`config.mk`:
```
export PLATFORM = sky130hd
export DESIGN_NAME = sha_ctrl
export DESIGN_NICKNAME = d
export VERILOG_FILES = /design/src/rtl/core/sha_pkg.sv /design/src/rtl/core/sha_ctrl.sv
export SDC_FILE = /design/constraint.sdc
export NUM_CORES = 1
export LEC_CHECK = 0
export ABC_AREA = 1
export ABC_CLOCK_PERIOD_IN_PS = 1700
export BUFFER_PORTS_ARGS = -buffer_cell sky130_fd_sc_hd__buf_2
export CAP_MARGIN = 20
export CORE_MARGIN = 5
export CORE_UTILIZATION = 43
export CTS_CLUSTER_SIZE = 14
export DETAILED_ROUTE_END_ITERATION = 6
export GPL_ROUTABILITY_DRIVEN = 0
export PLACE_DENSITY = 0.77
export SLEW_MARGIN = 20
export SYNTH_ARGS = -nofsm -noshare
export SYNTH_HDL_FRONTEND = slang
export SYNTH_SLANG_ARGS = --single-unit
export TNS_END_PERCENT = 1
```
`constraint.sdc`:
```
create_clock -name i_clk -period 1.7 [get_ports i_clk]
set_input_delay 0.34 -clock i_clk [delete_from_list [all_inputs] [get_ports i_clk]]
set_output_delay 0.34 -clock i_clk [all_outputs]
set_load 0.01 [all_outputs]
```
`src/rtl/core/sha_pkg.sv`:
```
// Shared types and codes for the sparse hash accumulator.
// Used by sha_ctrl, sha_dpath and sparse_hash_accumulator; no dependencies.
package sha_pkg;

    // Opcodes of an input word
    localparam logic [1:0] OP_CLEAR = 2'd0;
    localparam logic [1:0] OP_ACCUM = 2'd1;
    localparam logic [1:0] OP_DRAIN = 2'd2;

    // Result status codes
    localparam logic [1:0] ST_OK    = 2'd0;
    localparam logic [1:0] ST_FULL  = 2'd1;
    localparam logic [1:0] ST_EMPTY = 2'd2;

    localparam int CFG_W = 11;

    typedef struct packed {
        logic [1:0]         op;
        logic signed [31:0] x_value;
        logic signed [31:0] y_value;
        logic [46:0]        x_tag;
        logic [46:0]        y_tag;
    } t_in;

    typedef struct packed {
        logic [1:0]         status;
        logic [9:0]         slot_index;
        logic [47:0]        entry_tag;
        logic signed [63:0] entry_value;
        logic               last_entry;
    } t_out;

    // What the pending result is built from
    typedef enum logic [2:0] {
        RES_ZERO,
        RES_FULL,
        RES_UPD,
        RES_EMPTY,
        RES_DRN
    } t_res_kind;

    // Controller to datapath
    typedef struct packed {
        logic      load;        // latch input word
        logic      clr_init;    // scan pointer and cursor to zero
        logic      clr_wr;      // write empty entry at scan pointer, advance
        logic      mul;         // register product and tag, start divider
        logic      div_step;    // one remainder bit
        logic      probe_init;  // slot from remainder, probe count zero
        logic      probe_next;  // next slot, wrapping at size
        logic      rd_probe;    // read entry at probe slot
        logic      rd_scan;     // read entry at scan pointer
        logic      wr_upd;      // write new or accumulated entry
        logic      scan_cursor; // scan pointer from drain cursor
        logic      scan_inc;    // advance scan pointer
        logic      cursor_set;  // cursor past the scan pointer
        logic      cursor_end;  // cursor to table end
        logic      set_last;    // mark pending drain result as last
        logic      res_set;     // build pending result
        t_res_kind res_kind;
        logic      push;        // pending result to output register
    } t_cmd;

    // Datapath to controller
    typedef struct packed {
        logic scan_last;
        logic scan_end;
        logic div_last;
        logic probes_done;
        logic rd_occ;
        logic tag_hit;
        logic out_free;
    } t_sts;

endpackage

```
`src/rtl/core/sha_ctrl.sv`:
```
// Sequencer of the sparse hash accumulator: clear sweep, modulo, probing, drain scan.
// Depends on sha_pkg; drives sha_dpath through t_cmd and reads t_sts.
module sha_ctrl (
    input  logic          i_clk,
    input  logic          i_rst_n,
    input  logic          i_in_valid,
    input  logic [1:0]    i_op,
    output logic          o_in_ready,
    output sha_pkg::t_cmd o_cmd,
    input  sha_pkg::t_sts i_sts
);

    typedef enum logic [3:0] {
        S_CLR,
        S_IDLE,
        S_MUL,
        S_DIV,
        S_PINIT,
        S_PRB_RD,
        S_PRB_CHK,
        S_DRN_RD,
        S_DRN_CHK,
        S_LST_RD,
        S_LST_CHK,
        S_PUSH
    } t_state;

    t_state r_state, n_state;
    logic   r_from_op, n_from_op;

    assign o_in_ready = (r_state == S_IDLE);

    // Next state and commands
    always_comb begin
        n_state   = r_state;
        n_from_op = r_from_op;
        o_cmd     = '0;
        o_cmd.res_kind = sha_pkg::RES_ZERO;
        case (r_state)
            S_CLR: begin
                o_cmd.clr_wr = 1'b1;
                if (i_sts.scan_last) begin
                    if (r_from_op) begin
                        o_cmd.res_set = 1'b1;
                        n_state = S_PUSH;
                    end else begin
                        n_state = S_IDLE;
                    end
                end
            end
            S_IDLE: begin
                if (i_in_valid) begin
                    o_cmd.load = 1'b1;
                    case (i_op)
                        sha_pkg::OP_CLEAR: begin
                            o_cmd.clr_init = 1'b1;
                            n_from_op = 1'b1;
                            n_state = S_CLR;
                        end
                        sha_pkg::OP_ACCUM: n_state = S_MUL;
                        sha_pkg::OP_DRAIN: begin
                            o_cmd.scan_cursor = 1'b1;
                            n_state = S_DRN_RD;
                        end
                        default: begin
                            o_cmd.res_set = 1'b1;
                            n_state = S_PUSH;
                        end
                    endcase
                end
            end
            S_MUL: begin
                o_cmd.mul = 1'b1;
                n_state = S_DIV;
            end
            S_DIV: begin
                o_cmd.div_step = 1'b1;
                if (i_sts.div_last) n_state = S_PINIT;
            end
            S_PINIT: begin
                o_cmd.probe_init = 1'b1;
                n_state = S_PRB_RD;
            end
            S_PRB_RD: begin
                if (i_sts.probes_done) begin
                    o_cmd.res_set  = 1'b1;
                    o_cmd.res_kind = sha_pkg::RES_FULL;
                    n_state = S_PUSH;
                end else begin
                    o_cmd.rd_probe = 1'b1;
                    n_state = S_PRB_CHK;
                end
            end
            S_PRB_CHK: begin
                if (!i_sts.rd_occ || i_sts.tag_hit) begin
                    o_cmd.wr_upd   = 1'b1;
                    o_cmd.res_set  = 1'b1;
                    o_cmd.res_kind = sha_pkg::RES_UPD;
                    n_state = S_PUSH;
                end else begin
                    o_cmd.probe_next = 1'b1;
                    n_state = S_PRB_RD;
                end
            end
            S_DRN_RD: begin
                if (i_sts.scan_end) begin
                    o_cmd.cursor_end = 1'b1;
                    o_cmd.res_set    = 1'b1;
                    o_cmd.res_kind   = sha_pkg::RES_EMPTY;
                    n_state = S_PUSH;
                end else begin
                    o_cmd.rd_scan = 1'b1;
                    n_state = S_DRN_CHK;
                end
            end
            S_DRN_CHK: begin
                o_cmd.scan_inc = 1'b1;
                if (i_sts.rd_occ) begin
                    o_cmd.res_set    = 1'b1;
                    o_cmd.res_kind   = sha_pkg::RES_DRN;
                    o_cmd.cursor_set = 1'b1;
                    n_state = S_LST_RD;
                end else begin
                    n_state = S_DRN_RD;
                end
            end
            S_LST_RD: begin
                if (i_sts.scan_end) begin
                    o_cmd.set_last = 1'b1;
                    n_state = S_PUSH;
                end else begin
                    o_cmd.rd_scan = 1'b1;
                    n_state = S_LST_CHK;
                end
            end
            S_LST_CHK: begin
                if (i_sts.rd_occ) begin
                    n_state = S_PUSH;
                end else begin
                    o_cmd.scan_inc = 1'b1;
                    n_state = S_LST_RD;
                end
            end
            S_PUSH: begin
                if (i_sts.out_free) begin
                    o_cmd.push = 1'b1;
                    n_state = S_IDLE;
                end
            end
            default: n_state = S_IDLE;
        endcase
    end

    // State register; reset starts with the clearing sweep
    always_ff @(posedge i_clk) begin
        if (!i_rst_n) begin
            r_state   <= S_CLR;
            r_from_op <= 1'b0;
        end else begin
            r_state   <= n_state;
            r_from_op <= n_from_op;
        end
    end

endmodule

```
After elaboration in Yosys (flattened, before gate mapping) --
Cells that the tools add are included.
Cells by class: reduce and logical (&&, ||, !) cells 8, muxes and demuxes 50, equality and inequality tests 17
Operator list (count):
- $mux W4 | 12
- $pmux W4 S12 | 1
- $mux W1 | 29
- $eq A4 B3 Y1 const B | 4
- $eq A4 B4 Y1 const B | 4
- $pmux W3 S4 | 1
- $pmux W4 S3 | 1
- $eq A4 B2 Y1 const B | 2
- $mux W2 | 4
- $ne A2 B2 Y1 const B | 4
- $pmux W1 S6 | 1
- $eq A4 B1 Y1 const B | 1
- $logic_not A4 Y1 | 1
- $reduce_and A4 Y1 | 1
- $reduce_and A3 Y1 | 1
- $reduce_or A3 Y1 | 1
- $eq A2 B1 Y1 const B | 1
- $eq A2 B2 Y1 const B | 1
- $logic_not A2 Y1 | 1
- $pmux W1 S2 | 1
- $reduce_or A2 Y1 | 1
- $logic_not A1 Y1 | 1
- $logic_or A1 B1 Y1 | 1
Storage, ports and cells: register bits 5, output and inout bits 21

Depth between registers and ports, before layout --
depth after elaboration 5, gate-level depth with buffers 9

Worst setup path before layout --
No wires, ideal clock.
path kind flip-flop to output port, start point register r_state[0], end point output o_cmd[4] (netlist bit), data arrival time 1.106 ns, required time 1.360 ns, cell stages (with the launch flop) 6, slack 0.254 ns, cell sequence dfxtp_1 -> nor2_1 -> nand3_1 -> inv_1 -> nor3_1 -> o221ai_1
RTL lines:
- from (decl) | RTL line sha_ctrl.sv:28 | t_state r_state, n_state;
- from (signal assigned) | RTL line sha_ctrl.sv:160 | r_state <= n_state;
- to (decl) | RTL line sha_ctrl.sv:9 | output sha_pkg::t_cmd o_cmd,

==> impl_metrics.xml <==
<?xml version="1.0" encoding="UTF-8"?>
<metrics>
  <group name="setup_path">
    <metric name="critPathLaunchType" unit="">register</metric>
    <metric name="cp_slowest_stage_delay" unit="ps">360</metric>
    <metric name="timing.critical_path.arrival" unit="ps">1380</metric>
    <metric name="crit_fanout" unit="">5</metric>
    <metric name="worst_path_dominant_cell_family" unit="">simple AND/OR/NAND/NOR gates</metric>
    <metric name="critical_path.slowest_cell" unit="">sky130_fd_sc_hd__dfxtp_4</metric>
    <metric name="cp_data_required_time" unit="ps">1360</metric>
    <metric name="criticalPathCategory" unit="">reg -&gt; out</metric>
    <metric name="element_type_at_the_critical_path_end" unit="">primary output</metric>
    <metric name="critical_path_buf_inv_count" unit="">2</metric>
    <metric name="crit_path_cell_trace" unit="">buf_4 -&gt; nor2_4 -&gt; nand3_2 -&gt; nand2_2 -&gt; nor3_2 -&gt; o221ai_1 -&gt; buf_2</metric>
  </group>
  <group name="grt">
    <metric name="grt_pass1_vias" unit="">744</metric>
    <metric name="grt_overflow_total" unit="">0</metric>
    <metric name="grt_max_degree" unit="">8</metric>
    <metric name="grt_antenna_before_repair" unit="">0</metric>
    <metric name="grt_use_total" unit="%">17.7</metric>
    <metric name="grt_pass1_wl" unit="µm">2910</metric>
  </group>
  <group name="sta">
    <metric name="setup-violations-final" unit="">2</metric>
    <metric name="rsz0062_at_grt" unit="">true</metric>
    <metric name="timing.hold.ws" unit="ps">386</metric>
    <metric name="slew_headroom" unit="%">84.8</metric>
    <metric name="fmax" unit="MHz">583</metric>
    <metric name="layout_worst_path_cycle_share" unit="%">101</metric>
    <metric name="worst_slew_pin_slew" unit="ps">226</metric>
    <metric name="post-route-min-period" unit="ps">1720</metric>
    <metric name="final-hold-violation-count" unit="">0</metric>
    <metric name="finalMaxSlewViolations" unit="">0</metric>
    <metric name="final_critical_path_setup_slack" unit="ps">-16.2</metric>
    <metric name="fin_worst_skew" unit="ps">0.262</metric>
  </group>
  <group name="die">
    <metric name="number_of_placement_rows" unit="">13</metric>
    <metric name="chipWidth" unit="µm">47.8</metric>
    <metric name="start_util" unit="%">46.2</metric>
    <metric name="ios" unit="">33</metric>
    <metric name="core_area" unit="µm²">1330</metric>
    <metric name="floorplan_die_height" unit="µm">47.8</metric>
    <metric name="die_area" unit="µm²">2290</metric>
  </group>
  <group name="clock_network">
    <metric name="clk_latency" unit="ps">230</metric>
    <metric name="tritoncts" unit="">done</metric>
    <metric name="cts_root_buf" unit="">sky130_fd_sc_hd__clkbuf_4</metric>
    <metric name="clkTransAtPathRegs" unit="ps">40</metric>
    <metric name="cts_made_buffers" unit="">3</metric>
    <metric name="cts.sinks" unit="">5</metric>
    <metric name="postCtsHoldBufs" unit="">0</metric>
    <metric name="cts-root-to-sink-buffers" unit="">2</metric>
    <metric name="cts_htree_levels" unit="">1</metric>
  </group>
  <group name="placed_design">
    <metric name="io_buffers" unit="">32</metric>
    <metric name="place.detailed.hpwl" unit="µm">1560</metric>
    <metric name="place_inst" unit="">165</metric>
  </group>
  <group name="layout">
    <metric name="layout.cells.non_filler" unit="">173</metric>
    <metric name="antenna-diode-count" unit="">0</metric>
    <metric name="post_route_cells_drive_above_1_share" unit="%">42.4</metric>
    <metric name="layout.cells.most_common" unit="">sky130_fd_sc_hd__buf_2</metric>
    <metric name="final_net_count" unit="">171</metric>
    <metric name="layout.area.seq" unit="µm²">110</metric>
    <metric name="fillCellCount" unit="">120</metric>
    <metric name="area_of_the_multi_input_gates" unit="µm²">460</metric>
    <metric name="commonest_cells_after_routing_fill_and_taps_aside" unit="">sky130_fd_sc_hd__buf_2, sky130_fd_sc_hd__nand2_1, sky130_fd_sc_hd__inv_1, sky130_fd_sc_hd__nor2_1, sky130_fd_sc_hd__nand3_1</metric>
    <metric name="syn2layout_area_growth" unit="%">50.0</metric>
  </group>
  <group name="flow_run">
    <metric name="max_cap_violations" unit="">0</metric>
  </group>
  <group name="synthesis">
    <metric name="yosys-top-cells-area" unit="">sky130_fd_sc_hd__nand2_1, sky130_fd_sc_hd__dfxtp_1, sky130_fd_sc_hd__inv_1, sky130_fd_sc_hd__nand3_1, sky130_fd_sc_hd__nor2_1</metric>
    <metric name="main_combinational_cell_family_by_area_after_synthesis" unit="">simple AND/OR/NAND/NOR gates</metric>
    <metric name="synth_compound_gate_area_share" unit="%">9.96</metric>
    <metric name="netlist_area" unit="µm²">616</metric>
    <metric name="net_count_of_the_mapped_netlist" unit="">128</metric>
    <metric name="synth_largest_type_area_fraction" unit="%">18.9</metric>
    <metric name="post_synth_xor_area_fraction" unit="%">0</metric>
    <metric name="avgSynthCellArea" unit="µm²">5.31</metric>
    <metric name="yosysWarningCount" unit="">0</metric>
    <metric name="synth_mux_area_share" unit="%">0</metric>
    <metric name="number_of_distinct_library_cells_after_synthesis" unit="">18</metric>
    <metric name="post_synth_fa_ha_maj_area_fraction" unit="%">0</metric>
    <metric name="synth-seq-cells" unit="">5</metric>
    <metric name="synth_largest_area_cell" unit="">sky130_fd_sc_hd__nand2_1</metric>
    <metric name="postSynthCellCount" unit="">116</metric>
    <metric name="synth-seq-area-share" unit="%">16.3</metric>
    <metric name="synth-simple-area-share" unit="%">57.9</metric>
  </group>
  <group name="detailed_routing">
    <metric name="antenna_violating_nets_post_route" unit="">0</metric>
    <metric name="detailedRoute.firstIterationViolations" unit="">41</metric>
    <metric name="routed_wl" unit="µm">2000</metric>
    <metric name="drc" unit="">0</metric>
    <metric name="detail_route.first_pass.iterations" unit="">4</metric>
    <metric name="post_drt_wl_per_cell" unit="µm">11.6</metric>
    <metric name="via_per_instance_ratio" unit="">5.14</metric>
    <metric name="vias" unit="">889</metric>
  </group>
  <group name="power_and_ir_drop">
    <metric name="power.ir.vdd_worst" unit="mV">0.586</metric>
    <metric name="power_leakage" unit="nW">0.615</metric>
    <metric name="power_density" unit="nW/µm²">1120</metric>
  </group>
  <group name="min_path">
    <metric name="hold_class" unit="">in -&gt; reg</metric>
  </group>
  <group name="run_status">
    <metric name="violations" unit="">setup timing</metric>
    <metric name="outcome" unit="">complete, but fails checks</metric>
  </group>
</metrics>
where the power goes:
group / leakage (nW) / switching [mW] / internal, mW
logic: 0.557 / 0.416 / 0.273
registers: 0.0431 / 0.0543 / 0.159
clock network: 0.0150 / 0.0455 / 0.0885
total: 0.615 / 0.516 / 0.521
path summary, 6_finish.rpt:
path	startpoint	to	slack, ps	cells past startpoint
setup / recovery	r_state[0]$_SDFFE_PN0P_	o_cmd[4]	-20	7
hold / removal	i_rst_n	r_from_op$_SDFFE_PN0P_	390	3
setup reg to reg	r_state[3]$_SDFFE_PN0P_	r_state[0]$_SDFFE_PN0P_	350	9
hold reg to reg	r_from_op$_SDFFE_PN0P_	r_from_op$_SDFFE_PN0P_	480	2
registers in the layout (all words and copies together) (netlist names):
signal,count
r_state,4
r_from_op,1
timing repair:
item	CTS	global route
setup endpoints to repair	5	5
pin swaps	2	3
resized for setup	15	4
buffers inserted	2	2
Yosys cell counts:
library cell and count:
sky130_fd_sc_hd__o221ai_1 1, sky130_fd_sc_hd__nand3b_1 1, sky130_fd_sc_hd__dfxtp_1 5, sky130_fd_sc_hd__nor2_4 4
sky130_fd_sc_hd__nor2_1 16, sky130_fd_sc_hd__a21oi_1 4, sky130_fd_sc_hd__nand2_1 31, sky130_fd_sc_hd__o21ai_0 2
sky130_fd_sc_hd__nand3_1 12, sky130_fd_sc_hd__o21ai_2 1, sky130_fd_sc_hd__o22ai_1 1, sky130_fd_sc_hd__nand2_2 2
sky130_fd_sc_hd__inv_2 3, sky130_fd_sc_hd__nand2_4 1, sky130_fd_sc_hd__nor2_2 3, sky130_fd_sc_hd__nor3_1 5
sky130_fd_sc_hd__inv_1 23, sky130_fd_sc_hd__o211ai_1 1
cell type report:
| cell class | count | area share [%] |
|---|---|---|
| flip-flops and latches | 5 | 11.9 |
| well taps | 15 | 2.03 |
| clock buffers | 4 | 2.85 |
| inverters | 26 | 11.1 |
| multi-input cells | 85 | 49.9 |
| repair buffers | 38 | 22.2 |
per-stage QoR:
step	TNS, ps	instance area, µm²	util (%)	setup slack, ps	power (mW)
2_1_floorplan	0	616	-	254	0.588
3_3_place_gp	0	810	60.7	106	0.774
3_5_place_dp	0	810	60.7	97.5	0.781
4_1_cts	-15.3	896	67.2	-11.5	0.991
5_1_grt	-275	923	69.2	-109	1.13
6_report	-28.6	923	69.2	-16.2	1.04
metal layers:
metal | global-route usage (%) | wire [µm]
met4 | 4.30 | 8
met3 | 5.26 | 183
met1 | 20.5 | 821
met2 | 31.4 | 985
met5 | 0 | 0
logic make-up (layout without fill, tap and decap cells):
family / after synthesis / count (layout)
compound gates: 10 / 10
buf+inv: 26 / 68
flops: 5 / 5
simple gates: 75 / 75
worst register-to-register path, delay by kind of cell, from the launching register on:
| kind | cells | cell delay, ps |
|---|---|---|
| flip-flops | 1 | 390 |
| AND/OR/NAND/NOR | 6 | 520 |
| buffers and inverters | 3 | 330 |
No activity file was read; power rests on OpenSTA's default activity.
